File: config.mk
export PLATFORM = sky130hd
export DESIGN_NAME = ws2812_frame_encoder
export DESIGN_NICKNAME = d
export VERILOG_FILES = /design/src/sv/wfe_pkg.sv /design/src/sv/wfe_ram.sv /design/src/sv/ws2812_frame_encoder.sv
export SDC_FILE = /design/constraint.sdc
export NUM_CORES = 1
export LEC_CHECK = 0
export BUFFER_PORTS_ARGS = -buffer_cell sky130_fd_sc_hd__buf_2
export CORE_MARGIN = 4
export CORE_UTILIZATION = 65
export CTS_BUF_LIST = sky130_fd_sc_hd__clkbuf_2
export CTS_CLUSTER_DIAMETER = 100
export DETAILED_ROUTE_END_ITERATION = 6
export GPL_TIMING_DRIVEN = 0
export MAX_ROUTING_LAYER = met4
export PLACE_DENSITY = 0.85
export SLEW_MARGIN = 20
export SYNTH_ARGS = -nofsm -noshare
export SYNTH_HDL_FRONTEND = slang
export SYNTH_SLANG_ARGS = --single-unit
File: constraint.sdc
create_clock -name aclk -period 6.8 [get_ports aclk]
set_input_delay 0.34 -clock aclk [delete_from_list [all_inputs] [get_ports aclk]]
set_output_delay 0.34 -clock aclk [all_outputs]
set_load 0.1 [all_outputs]
File: src/sv/wfe_pkg.sv
// Types, constants and the brightness table of the WS2812 frame encoder.
package wfe_pkg;

    typedef enum logic [1:0] {
        REQ_SET_ONE = 2'd0,
        REQ_APPLY   = 2'd1,
        REQ_SLOT    = 2'd2,
        REQ_SET_ALL = 2'd3
    } req_t;

    typedef enum logic [1:0] {
        REG_BRIGHTNESS  = 2'd0,
        REG_ONE_DUTY    = 2'd1,
        REG_ZERO_DUTY   = 2'd2,
        REG_LATCH_SLOTS = 2'd3
    } reg_idx_t;

    localparam int          BITS_PER_LED = 24;
    localparam logic [4:0]  BIT_LAST     = 5'(BITS_PER_LED - 1);
    localparam logic [5:0]  MAX_ANGLE    = 6'd45;
    localparam logic [5:0]  BRIGHT_RST   = 6'd45;
    localparam logic [7:0]  ONE_DUTY_RST = 8'd60;
    localparam logic [7:0]  ZERO_DUTY_RST = 8'd30;
    localparam logic [7:0]  LATCH_RST    = 8'd50;

    // round(tan(deg) * 65536) for 0..45 degrees
    function automatic logic [16:0] tan_q16(input logic [5:0] deg);
        logic [16:0] t;
        unique case (deg)
            6'd0:  t = 17'd0;
            6'd1:  t = 17'd1144;
            6'd2:  t = 17'd2289;
            6'd3:  t = 17'd3435;
            6'd4:  t = 17'd4583;
            6'd5:  t = 17'd5734;
            6'd6:  t = 17'd6888;
            6'd7:  t = 17'd8047;
            6'd8:  t = 17'd9210;
            6'd9:  t = 17'd10380;
            6'd10: t = 17'd11556;
            6'd11: t = 17'd12739;
            6'd12: t = 17'd13930;
            6'd13: t = 17'd15130;
            6'd14: t = 17'd16340;
            6'd15: t = 17'd17560;
            6'd16: t = 17'd18792;
            6'd17: t = 17'd20036;
            6'd18: t = 17'd21294;
            6'd19: t = 17'd22566;
            6'd20: t = 17'd23853;
            6'd21: t = 17'd25157;
            6'd22: t = 17'd26478;
            6'd23: t = 17'd27818;
            6'd24: t = 17'd29179;
            6'd25: t = 17'd30560;
            6'd26: t = 17'd31964;
            6'd27: t = 17'd33392;
            6'd28: t = 17'd34846;
            6'd29: t = 17'd36327;
            6'd30: t = 17'd37837;
            6'd31: t = 17'd39378;
            6'd32: t = 17'd40951;
            6'd33: t = 17'd42560;
            6'd34: t = 17'd44205;
            6'd35: t = 17'd45889;
            6'd36: t = 17'd47615;
            6'd37: t = 17'd49385;
            6'd38: t = 17'd51202;
            6'd39: t = 17'd53070;
            6'd40: t = 17'd54991;
            6'd41: t = 17'd56970;
            6'd42: t = 17'd59009;
            6'd43: t = 17'd61113;
            6'd44: t = 17'd63287;
            default: t = 17'd65536;
        endcase
        return t;
    endfunction

endpackage

File: src/sv/wfe_ram.sv
// Generic single-write, single-read RAM with registered read data.
module wfe_ram #(
    parameter int WIDTH = 24,
    parameter int DEPTH = 12
) (
    input  logic                                  aclk,
    input  logic                                  we,
    input  logic [(DEPTH > 1 ? $clog2(DEPTH) : 1)-1:0] waddr,
    input  logic [WIDTH-1:0]                      wdata,
    input  logic                                  re,
    input  logic [(DEPTH > 1 ? $clog2(DEPTH) : 1)-1:0] raddr,
    output logic [WIDTH-1:0]                      rdata
);

    logic [WIDTH-1:0] mem_reg [DEPTH];
    logic [WIDTH-1:0] rdata_reg;

    always_ff @(posedge aclk) begin
        if (we) begin
            mem_reg[waddr] <= wdata;
        end
        if (re) begin
            rdata_reg <= mem_reg[raddr];
        end
    end

    assign rdata = rdata_reg;

endmodule

File: src/sv/ws2812_frame_encoder.sv
// WS2812 frame encoder: colour store, brightness scaler and PWM slot stream.
//
//  channel  dir  tdata                                   tuser / tlast
//  s_       in   [3:0] led_index [11:4] red [19:12] green  tuser[1:0] req_type
//                [27:20] blue, [31:28] zero
//  m_       out  [7:0] duty                              tlast = frame_last
//  cfg_     in   cfg_index 0..3, cfg_data[7:0]           write on cfg_wr_en
//
// Set one LED is written straight from idle, set all LEDs sweeps every LED,
// apply brightness sweeps every LED (per LED: one RAM read, three passes
// through the shared 8x17 multiplier, one RAM write), and next slot reads the
// scaled RAM read port before it emits. After reset a clearing pass zeroes
// both colour RAMs; s_tready stays low meanwhile. A slot waits in the emit
// step while the output register is full and m_tready is low.
module ws2812_frame_encoder #(
    parameter int NUM_LEDS = 12
) (
    input  logic        aclk,
    input  logic        aresetn,
    input  logic        s_tvalid,
    output logic        s_tready,
    input  logic [31:0] s_tdata,   // led_index, red, green, blue, zero fill
    input  logic [1:0]  s_tuser,   // req_type
    output logic        m_tvalid,
    input  logic        m_tready,
    output logic [7:0]  m_tdata,   // duty
    output logic        m_tlast,
    input  logic        cfg_wr_en,
    input  logic [1:0]  cfg_index,
    input  logic [7:0]  cfg_data
);
    import wfe_pkg::*;

    localparam int             LED_W    = (NUM_LEDS > 1) ? $clog2(NUM_LEDS) : 1;
    localparam logic [LED_W-1:0] LAST_LED = LED_W'(NUM_LEDS - 1);
    localparam logic [8:0]     NUM_LEDS_9 = 9'(NUM_LEDS);

    typedef enum logic [2:0] {
        ST_CLEAR,
        ST_IDLE,
        ST_SET_ALL,
        ST_A_RD,
        ST_A_MUL,
        ST_A_WR,
        ST_S_RD,
        ST_S_EMIT
    } state_t;

    state_t             state_reg;
    logic [LED_W-1:0]   sweep_reg;
    logic [1:0]         mul_cnt_reg;
    logic [16:0]        factor_reg;
    logic [23:0]        acc_reg;
    logic [23:0]        colour_reg;
    logic [LED_W-1:0]   led_cnt_reg;
    logic [4:0]         bit_cnt_reg;
    logic               in_latch_reg;
    logic [7:0]         lat_cnt_reg;
    logic               m_valid_reg;
    logic [7:0]         duty_reg;
    logic               last_reg;
    logic [5:0]         brightness_reg;
    logic [7:0]         one_duty_reg;
    logic [7:0]         zero_duty_reg;
    logic [7:0]         latch_slots_reg;

    logic [3:0]  in_led;
    logic [23:0] in_colour;
    req_t        in_req;
    logic        accept;

    logic               raw_we, scl_we, raw_re, scl_re;
    logic [LED_W-1:0]   raw_waddr, scl_waddr, raw_raddr, scl_raddr;
    logic [23:0]        raw_wdata, scl_wdata, raw_rdata, scl_rdata;

    logic [7:0]  byte_sel;
    logic [24:0] prod;
    logic        emit_go;
    logic        slot_bit;
    logic        slot_last;

    assign in_req    = req_t'(s_tuser);
    assign in_led    = s_tdata[3:0];
    // pack as G, R, B
    assign in_colour = {s_tdata[19:12], s_tdata[11:4], s_tdata[27:20]};
    assign s_tready  = (state_reg == ST_IDLE);
    assign accept    = s_tvalid && s_tready;

    // RAM port steering
    always_comb begin
        raw_we    = 1'b0;
        raw_waddr = sweep_reg;
        raw_wdata = colour_reg;
        scl_we    = 1'b0;
        scl_waddr = sweep_reg;
        scl_wdata = acc_reg;
        unique case (state_reg)
            ST_CLEAR: begin
                raw_we    = 1'b1;
                raw_wdata = '0;
                scl_we    = 1'b1;
                scl_wdata = '0;
            end
            ST_IDLE: begin
                raw_we    = accept && (in_req == REQ_SET_ONE) &&
                            ({5'd0, in_led} < NUM_LEDS_9);
                raw_waddr = LED_W'(in_led);
                raw_wdata = in_colour;
            end
            ST_SET_ALL: raw_we = 1'b1;
            ST_A_WR:    scl_we = 1'b1;
            default: ;
        endcase
    end

    assign raw_re    = (state_reg == ST_A_RD);
    assign raw_raddr = sweep_reg;
    assign scl_re    = (state_reg == ST_S_RD);
    assign scl_raddr = led_cnt_reg;

    wfe_ram #(.WIDTH(24), .DEPTH(NUM_LEDS)) u_raw_ram (
        .aclk  (aclk),
        .we    (raw_we),
        .waddr (raw_waddr),
        .wdata (raw_wdata),
        .re    (raw_re),
        .raddr (raw_raddr),
        .rdata (raw_rdata)
    );

    wfe_ram #(.WIDTH(24), .DEPTH(NUM_LEDS)) u_scl_ram (
        .aclk  (aclk),
        .we    (scl_we),
        .waddr (scl_waddr),
        .wdata (scl_wdata),
        .re    (scl_re),
        .raddr (scl_raddr),
        .rdata (scl_rdata)
    );

    // Shared scaler: one byte per cycle, G then R then B
    always_comb begin
        unique case (mul_cnt_reg)
            2'd0:    byte_sel = raw_rdata[23:16];
            2'd1:    byte_sel = raw_rdata[15:8];
            default: byte_sel = raw_rdata[7:0];
        endcase
    end

    assign prod = 25'(byte_sel) * 25'(factor_reg);

    // Slot decode
    assign emit_go  = !m_valid_reg || m_tready;
    assign slot_bit = scl_rdata[BIT_LAST - bit_cnt_reg];
    always_comb begin
        if (in_latch_reg) begin
            slot_last = (9'(lat_cnt_reg) + 9'd1) >= 9'(latch_slots_reg);
        end else begin
            slot_last = (latch_slots_reg == 8'd0) && (led_cnt_reg == LAST_LED) &&
                        (bit_cnt_reg == BIT_LAST);
        end
    end

    always_ff @(posedge aclk) begin
        if (!aresetn) begin
            state_reg       <= ST_CLEAR;
            sweep_reg       <= '0;
            mul_cnt_reg     <= '0;
            led_cnt_reg     <= '0;
            bit_cnt_reg     <= '0;
            in_latch_reg    <= 1'b0;
            lat_cnt_reg     <= '0;
            m_valid_reg     <= 1'b0;
            brightness_reg  <= BRIGHT_RST;
            one_duty_reg    <= ONE_DUTY_RST;
            zero_duty_reg   <= ZERO_DUTY_RST;
            latch_slots_reg <= LATCH_RST;
        end else begin
            if (cfg_wr_en) begin
                unique case (reg_idx_t'(cfg_index))
                    REG_BRIGHTNESS:  brightness_reg  <= (cfg_data[5:0] > MAX_ANGLE) ?
                                                        MAX_ANGLE : cfg_data[5:0];
                    REG_ONE_DUTY:    one_duty_reg    <= cfg_data;
                    REG_ZERO_DUTY:   zero_duty_reg   <= cfg_data;
                    REG_LATCH_SLOTS: latch_slots_reg <= cfg_data;
                endcase
            end

            // drop the word once taken, unless a new one replaces it
            if (m_valid_reg && m_tready && !((state_reg == ST_S_EMIT) && emit_go)) begin
                m_valid_reg <= 1'b0;
            end

            unique case (state_reg)
                ST_CLEAR: begin
                    if (sweep_reg == LAST_LED) begin
                        sweep_reg <= '0;
                        state_reg <= ST_IDLE;
                    end else begin
                        sweep_reg <= sweep_reg + LED_W'(1);
                    end
                end
                ST_IDLE: begin
                    sweep_reg <= '0;
                    if (accept) begin
                        unique case (in_req)
                            REQ_SET_ONE: ;
                            REQ_SET_ALL: begin
                                colour_reg <= in_colour;
                                state_reg  <= ST_SET_ALL;
                            end
                            REQ_APPLY: begin
                                factor_reg <= tan_q16(brightness_reg);
                                state_reg  <= ST_A_RD;
                            end
                            REQ_SLOT: state_reg <= ST_S_RD;
                        endcase
                    end
                end
                ST_SET_ALL: begin
                    if (sweep_reg == LAST_LED) begin
                        state_reg <= ST_IDLE;
                    end else begin
                        sweep_reg <= sweep_reg + LED_W'(1);
                    end
                end
                ST_A_RD: begin
                    mul_cnt_reg <= '0;
                    state_reg   <= ST_A_MUL;
                end
                ST_A_MUL: begin
                    // floor(byte * factor / 65536)
                    acc_reg <= {acc_reg[15:0], prod[23:16]};
                    if (mul_cnt_reg == 2'd2) begin
                        state_reg <= ST_A_WR;
                    end else begin
                        mul_cnt_reg <= mul_cnt_reg + 2'd1;
                    end
                end
                ST_A_WR: begin
                    if (sweep_reg == LAST_LED) begin
                        state_reg <= ST_IDLE;
                    end else begin
                        sweep_reg <= sweep_reg + LED_W'(1);
                        state_reg <= ST_A_RD;
                    end
                end
                ST_S_RD: state_reg <= ST_S_EMIT;
                ST_S_EMIT: begin
                    // hold until the output register frees up
                    if (emit_go) begin
                        m_valid_reg <= 1'b1;
                        last_reg    <= slot_last;
                        if (in_latch_reg) begin
                            duty_reg <= 8'd0;
                        end else begin
                            duty_reg <= slot_bit ? one_duty_reg : zero_duty_reg;
                        end
                        if (slot_last) begin
                            led_cnt_reg  <= '0;
                            bit_cnt_reg  <= '0;
                            in_latch_reg <= 1'b0;
                            lat_cnt_reg  <= '0;
                        end else if (in_latch_reg) begin
                            lat_cnt_reg <= lat_cnt_reg + 8'd1;
                        end else if (bit_cnt_reg == BIT_LAST) begin
                            bit_cnt_reg <= '0;
                            if (led_cnt_reg == LAST_LED) begin
                                in_latch_reg <= 1'b1;
                                lat_cnt_reg  <= '0;
                            end else begin
                                led_cnt_reg <= led_cnt_reg + LED_W'(1);
                            end
                        end else begin
                            bit_cnt_reg <= bit_cnt_reg + 5'd1;
                        end
                        state_reg <= ST_IDLE;
                    end
                end
                default: state_reg <= ST_IDLE;
            endcase
        end
    end

    assign m_tvalid = m_valid_reg;
    assign m_tdata  = duty_reg;
    assign m_tlast  = last_reg;

endmodule

# Yosys cells after proc, flatten, opt, wreduce, memory -nomap -nowiden
# Memory sizes are Yosys's and may differ from the RTL's. A register that Yosys moved wholly into a read port is not among the register bits.
# Index checks and enable logic that the tools add are counted.
# W data, S select, Z words.
[totals]
rom_bits = 1088
elab_cells = 142
out_inout_bits = 11
ramBits = 576
mem_count = 3
ff_bits = 115
[mem_list]
columns = ["memory", "words", "word_bits", "rd", "rd_clocked_by_memory_dff", "wr", "line", "text"]
rows = [
  ["(name not given)", 64, 17, 1, 1, 0, "wfe_pkg.sv:29", "unique case (deg)"],
  ["u_raw_ram.mem_reg", 12, 24, 1, 1, 1, "wfe_ram.sv:15", "logic [WIDTH-1:0] mem_reg [DEPTH];"],
  ["u_scl_ram.mem_reg", 12, 24, 1, 1, 1, "wfe_ram.sv:15", ""],
]
[classes]
n_mul = 1
n_lt_le_gt_ge = 4
n_reduce_logical = 39
muxes = 45
n_addsub = 7
n_eq_ne = 27
[op_table]
columns = ["op", "n"]
rows = [
  ["$pmux W24 S2", 1],
  ["$mux W8", 5],
  ["$mux W4", 7],
  ["$mul A8 B17 Y24", 1],
  ["$mux W24", 1],
  ["$pmux W3 S7", 1],
  ["$pmux W8 S2", 1],
  ["$reduce_and A2 Y1", 8],
  ["$mux W5", 3],
  ["$mux W1", 14],
  ["$eq A3 B3 Y1 const B", 4],
  ["$mux W3", 4],
  ["$pmux W4 S3", 1],
  ["$reduce_and A4 Y1", 3],
  ["$eq A2 B2 Y1 const B", 5],
  ["$ne A2 B2 Y1 const B", 5],
  ["$reduce_and A5 Y1", 2],
  ["$add A8 B1 Y9 const B", 1],
  ["$ge A9 B8 Y1", 1],
  ["$pmux W3 S3", 1],
  ["$reduce_bool A3 Y1", 3],
  ["$add A4 B1 Y4 const B", 2],
  ["$add A8 B1 Y8 const B", 1],
  ["$eq A4 B4 Y1 const B", 2],
  ["other kinds (26)", 46],
]

# Logic depth before layout (Yosys ltp)
[logic_depth]
depth_word = 8
ltp_mapped = 23
depth_no_buf = 22

# Cells and area by module
# Synthesis repeated with hierarchy kept, for this count alone.
[unflattened]
cells_unflattened = 2247
hier_area_um2 = 34590.7
[modules_own_cells]
columns = ["mod", "n_inst", "seq_area_each_um2", "cells_each", "area_each_um2"]
rows = [
  ["wfe_ram", 2, 9369.0, 504, 11701.2],
  ["ws2812_frame_encoder", 1, 3383.2, 1239, 11188.2],
]

# Worst setup path after synthesis
# No wires, ideal clock.
[synth_timing]
path_type = "reg-to-reg"
start = "register mul_cnt_reg[0]"
end = "register acc_reg[6] (data pin)"
period_less_slack_ns = 5.554
path_buffers = 2
required_time_ns = 6.536
path_slack_ns = 1.246
setup_time_ns = 0.264
stages_incl_launch_ff = 24
arrival_time_ns = 5.290
cell_sequence = "dfxtp_1 inv_1 ha_1 clkbuf_1 nor2_1 nand2_1 nand2_1 clkbuf_1 nand2_1 fa_1 inv_1 fa_1 fa_1 inv_1 fa_1 inv_1 ha_1 and3_1 a41oi_1 a31oi_1 a311oi_1 o21ai_0 a211oi_1 a21oi_1"
[synth_between]
elab_chain_cells = 3
[synth_lines]
columns = ["element", "line", "text"]
rows = [
  ["start, declared", "ws2812_frame_encoder.sv:51", "logic [1:0] mul_cnt_reg;"],
  ["start signal, assigned", "ws2812_frame_encoder.sv:237", "mul_cnt_reg <= mul_cnt_reg + 2'd1;"],
  ["$eq A2 B1 Y1 / $logic_not A2 Y1 (equally long branches)", "ws2812_frame_encoder.sv:143", "unique case (mul_cnt_reg)"],
  ["$pmux W8 S2 (*)", "ws2812_frame_encoder.sv:143", ""],
  ["$mul A8 B17 Y24 (*)", "ws2812_frame_encoder.sv:150", "assign prod = 25'(byte_sel) * 25'(factor_reg);"],
  ["named net prod[22]", "ws2812_frame_encoder.sv:77", "logic [24:0] prod;"],
  ["end signal, assigned", "ws2812_frame_encoder.sv:233", "acc_reg <= {acc_reg[15:0], prod[23:16]};"],
  ["end, declared", "ws2812_frame_encoder.sv:53", "logic [23:0] acc_reg;"],
]
# The timed path passes the listed nets; every way through them passes the cells marked *.
# A chain may end at the register's enable or synchronous reset.

# Worst setup path in the final report
[layout_timing]
start = "register mul_cnt_reg[0]"
end = "register acc_reg[5] (data pin)"
# Same word-level chain as after synthesis.

==> Flow_metrics.wiki <==
{| class="wikitable"
! Metric !! Value
|-
| Result of the run || complete, no violations
|-
| Most used flip-flop cell after synthesis || sky130_fd_sc_hd__edfxtp_1
|-
| Synthesized instance count || 2215
|-
| Arrival time of data at the critical path endpoint || 7820 ps
|-
| H-tree Lvls || 4
|-
| Cell area after layout || 39000 um2
|-
| Final estimated routing congestion in global placement || 0.914
|-
| Number of max-slew violations in the final report || 0
|-
| Headroom to the max-slew limit || 26.3%
|-
| Number of placed cells counting well taps || 2985
|-
| Final Hold Fails || 0
|-
| Combinational Power Share || 14.0%
|-
| Origin of the critical flop-to-flop path || mul_cnt_reg[0]$_SDFFE_PN0P_
|-
| Ys async rst share || 0%
|-
| First element of the critical path || mul_cnt_reg[0]$_SDFFE_PN0P_
|-
| Leading cell type in the layout, fill and taps excluded || sky130_fd_sc_hd__edfxtp_1
|-
| Netlist Area Pre-Place || 34400 um2
|-
| Post-synthesis net count || 2421
|-
| Share of layout cells above drive strength 1 || 20.8%
|-
| Net count of the finished layout || 2779
|-
| Worst clock skew || 109 ps
|-
| Number of detailed-route iterations in the first pass || 6
|-
| Cell at the slowest stage of the critical path || sky130_fd_sc_hd__fa_1
|-
| Area occupied by registers || 22100 um2
|-
| Synthesis-stage register bit count || 756
|-
| Power per unit of standard cell area || 249 nW/um2
|-
| Core occupancy in the finished layout || 74.4%
|-
| Detailed Route Iter0 Violations || 2617
|-
| Net Switching || 2.67 mW
|-
| Setup slack of the critical path after layout || 44.5 ps
|-
| CP endpoint kind || flip-flop
|-
| Post-Place Cell Area || 36400 um2
|-
| Maximum achievable frequency || 148 MHz
|-
| I/O pins || 60
|-
| Tightest Hold Check Type || primary input to flip-flop
|-
| Tightest Pin Transition || 1100 ps
|-
| Area of combinational cells with multiple inputs || 11600 um2
|-
| Minimum clock period || 6760 ps
|-
| Sequential Power Share || 56.7%
|-
| Std cell rows || 84
|-
| Power after layout || 9.70 mW
|-
| Critical-path cell list || inv_1 > ha_1 > clkbuf_1 > a22oi_1 > nand2_1 > clkbuf_2 > and2_1 > fa_1 > fa_1 > fa_1 > inv_1 > fa_1 > inv_1 > ha_1 > and4_1 > o21ai_0 > o22ai_1 > a311oi_2 > o21ai_0 > o21ai_0 > xnor2_1
|-
| Largest net degree at the start of global routing || 25
|-
| Clock group share of total power || 29.3%
|-
| Vertical die dimension || 238 um
|-
| Worst slack at placement || 282 ps
|-
| Via count of the first global-routing pass || 22700
|-
| Worst Setup Start Kind || flip-flop
|-
| Number of buffers inserted to repair setup after CTS || 0
|-
| Max Root-Sink Buffers || 3
|-
| Post-synthesis average cell area || 15.5 um2
|-
| Req. time, crit path || 7870 ps
|-
| Hold path startpoint || cfg_index[1]
|-
| Final Routed Wirelength || 86700 um
|-
| Clock network latency to the later pin of the worst-skew pair || 1420 ps
|-
| Sequential share of the synthesized area || 64.3%
|-
| Avg WL per Cell || 25.5 um
|-
| Worst Hold Margin || 153 ps
|-
| TritonCTS clock tree || done
|-
| Number of antenna violations at the first check in global routing || 2
|-
| Global router's overall resource usage || 32.2%
|-
| Clock transition time at the flip-flop clock pins of the worst setup and hold paths || 110 ps
|-
| First-pass GRT wire length || 133000 um
|-
| Max-cap check violation count || 0
|-
| DP Wirelength || 56900 um
|-
| Count of clock tree sinks || 756
|-
| Net switching fraction of the power || 27.5%
|-
| Dominant cell type by count on the critical path || sky130_fd_sc_hd__fa_1
|-
| Biggest fanout along the worst timing path || 10
|-
| Crit path largest cell delay || 510 ps
|-
| Total via count after detailed routing || 21928
|-
| Placeable core region || 52400 um2
|-
| Type of the setup path with the least slack || flip-flop to flip-flop
|-
| Leakage power figure || 13.8 nW
|-
| Detailed-route DRC error count || 0
|-
| Cell at the root of the clock tree || sky130_fd_sc_hd__clkbuf_2
|-
| CTS Buf Count || 173
|-
| Number of nets still failing antenna checks after routing || 0
|-
| Setup TNS || 0 ps
|-
| Total of endpoints with negative setup slack in the final report || 0
|-
| Layout filler cell count || 2973
|-
| Number of synthesized flops with an enable pin || 698
|-
| Global route total overflow || 0
|-
| Reg2Reg Setup Slack || 40 ps
|-
| Die Outline Area || 56700 um2
|-
| Die Width || 238 um
|-
| Final worst path period share || 99.3%
|-
| Internal power || 7.04 mW
|-
| Count of different cell masters after synthesis || 61
|-
| Yosys warning count || 0
|-
| Port bufs || 55
|-
| Starting utilization of the core area || 65.6%
|-
| Max rail drop VDD || 0.199 mV
|-
| Most used cells in the layout excluding fill and tap cells || sky130_fd_sc_hd__edfxtp_1 (698), sky130_fd_sc_hd__clkbuf_2 (250), sky130_fd_sc_hd__nand2_1 (187)
|-
| Area grow syn2layout || 13.4%
|-
| Post-route non-filler standard cell count || 3392
|-
| Vias per inst || 6.46
|}
==> layout make-up <==
cell class / count / area share [%]
inverter: 116 / 1.12
antenna: 2 / 0.0128
tap: 688 / 2.21
timing repair buffer: 183 / 5.10
clock inverter: 61 / 0.869
buffer: 117 / 1.21
sequential: 756 / 56.7
clock buffer: 243 / 3.12
multi-input combinational: 1226 / 29.7
==> cells in the mapped netlist, drive strengths merged, types with 17 or more instances <==
cell type	number	area, um2
fa	88	1760
dfxtp	58	1160
nor2b	32	200
a21oi	71	367
edfxtp	698	21000
mux2i	62	621
nor2	93	349
inv	114	428
nand2b	19	119
clkbuf	90	338
o22ai	17	106
buf	27	125
and2	114	713
nand3	30	150
o21ai	96	480
nor3	17	85.1
nand2	187	702
mux4	153	3460
ha	69	863
a22o	27	236
==> routing by layer <==
layer | track usage [%] | vias up | routed length [um]
met3 | 7.02 | 286 | 8230
met1 | 41.1 | 10884 | 31300
met5 | - | - | 0
li1 | - | 9205 | -
met2 | 51.0 | 1553 | 43200
met4 | 13.9 | 0 | 3860
==> worst max-delay path, delay by kind of cell, from the launching register on <==
kind                     cells  cell delay [ps]
AND/OR/NAND/NOR              3              770
AO/OA/AOI/OAI                6             1700
flip-flops                   1              450
XOR/XNOR                     1              160
adder cells (fa/ha/maj)      6             2640
buffers and inverters        5              750
==> logic make-up after synthesis <==
family | count (synthesis) | share of synthesized area, %
AOI/OAI and AO/OA | 303 | 5.52
xor gates and xnor gates | 21 | 0.535
adders and majority gates | 157 | 7.63
buffers and inverters | 233 | 2.61
DFF | 756 | 64.3
muxes | 217 | 11.9
and+or+nand+nor | 528 | 7.46
==> path summary, 6_finish.rpt <==
check / end / depth (start not counted)
setup / recovery: acc_reg[5]$_DFFE_PP_ / 21
hold / removal: latch_slots_reg[1]$_SDFFE_PN1P_ / 4
setup reg to reg: acc_reg[5]$_DFFE_PP_ / 21
hold reg to reg: acc_reg[11]$_DFFE_PP_ / 0
==> repair_timing <==
| item | CTS | global route |
|---|---|---|
| endpoints found under the setup margin | 0 | 6 |
| endpoints found under the hold margin | 490 | 0 |
| resized for setup | 0 | 14 |
| hold buffers | 101 | 0 |
==> power groups by stage <==
stage / sequential, mW / combinational (mW) / clock, mW
final: 5.51 / 1.36 / 2.84
after global routing: 5.52 / 1.45 / 3.16
after CTS: 5.50 / 1.34 / 2.84
after detailed placement: 5.61 / 1.29 / 0
after global placement: 5.60 / 1.10 / 0
after floorplan: 5.58 / 0.792 / 0
Note: power is estimated with default switching activity, not from simulation.
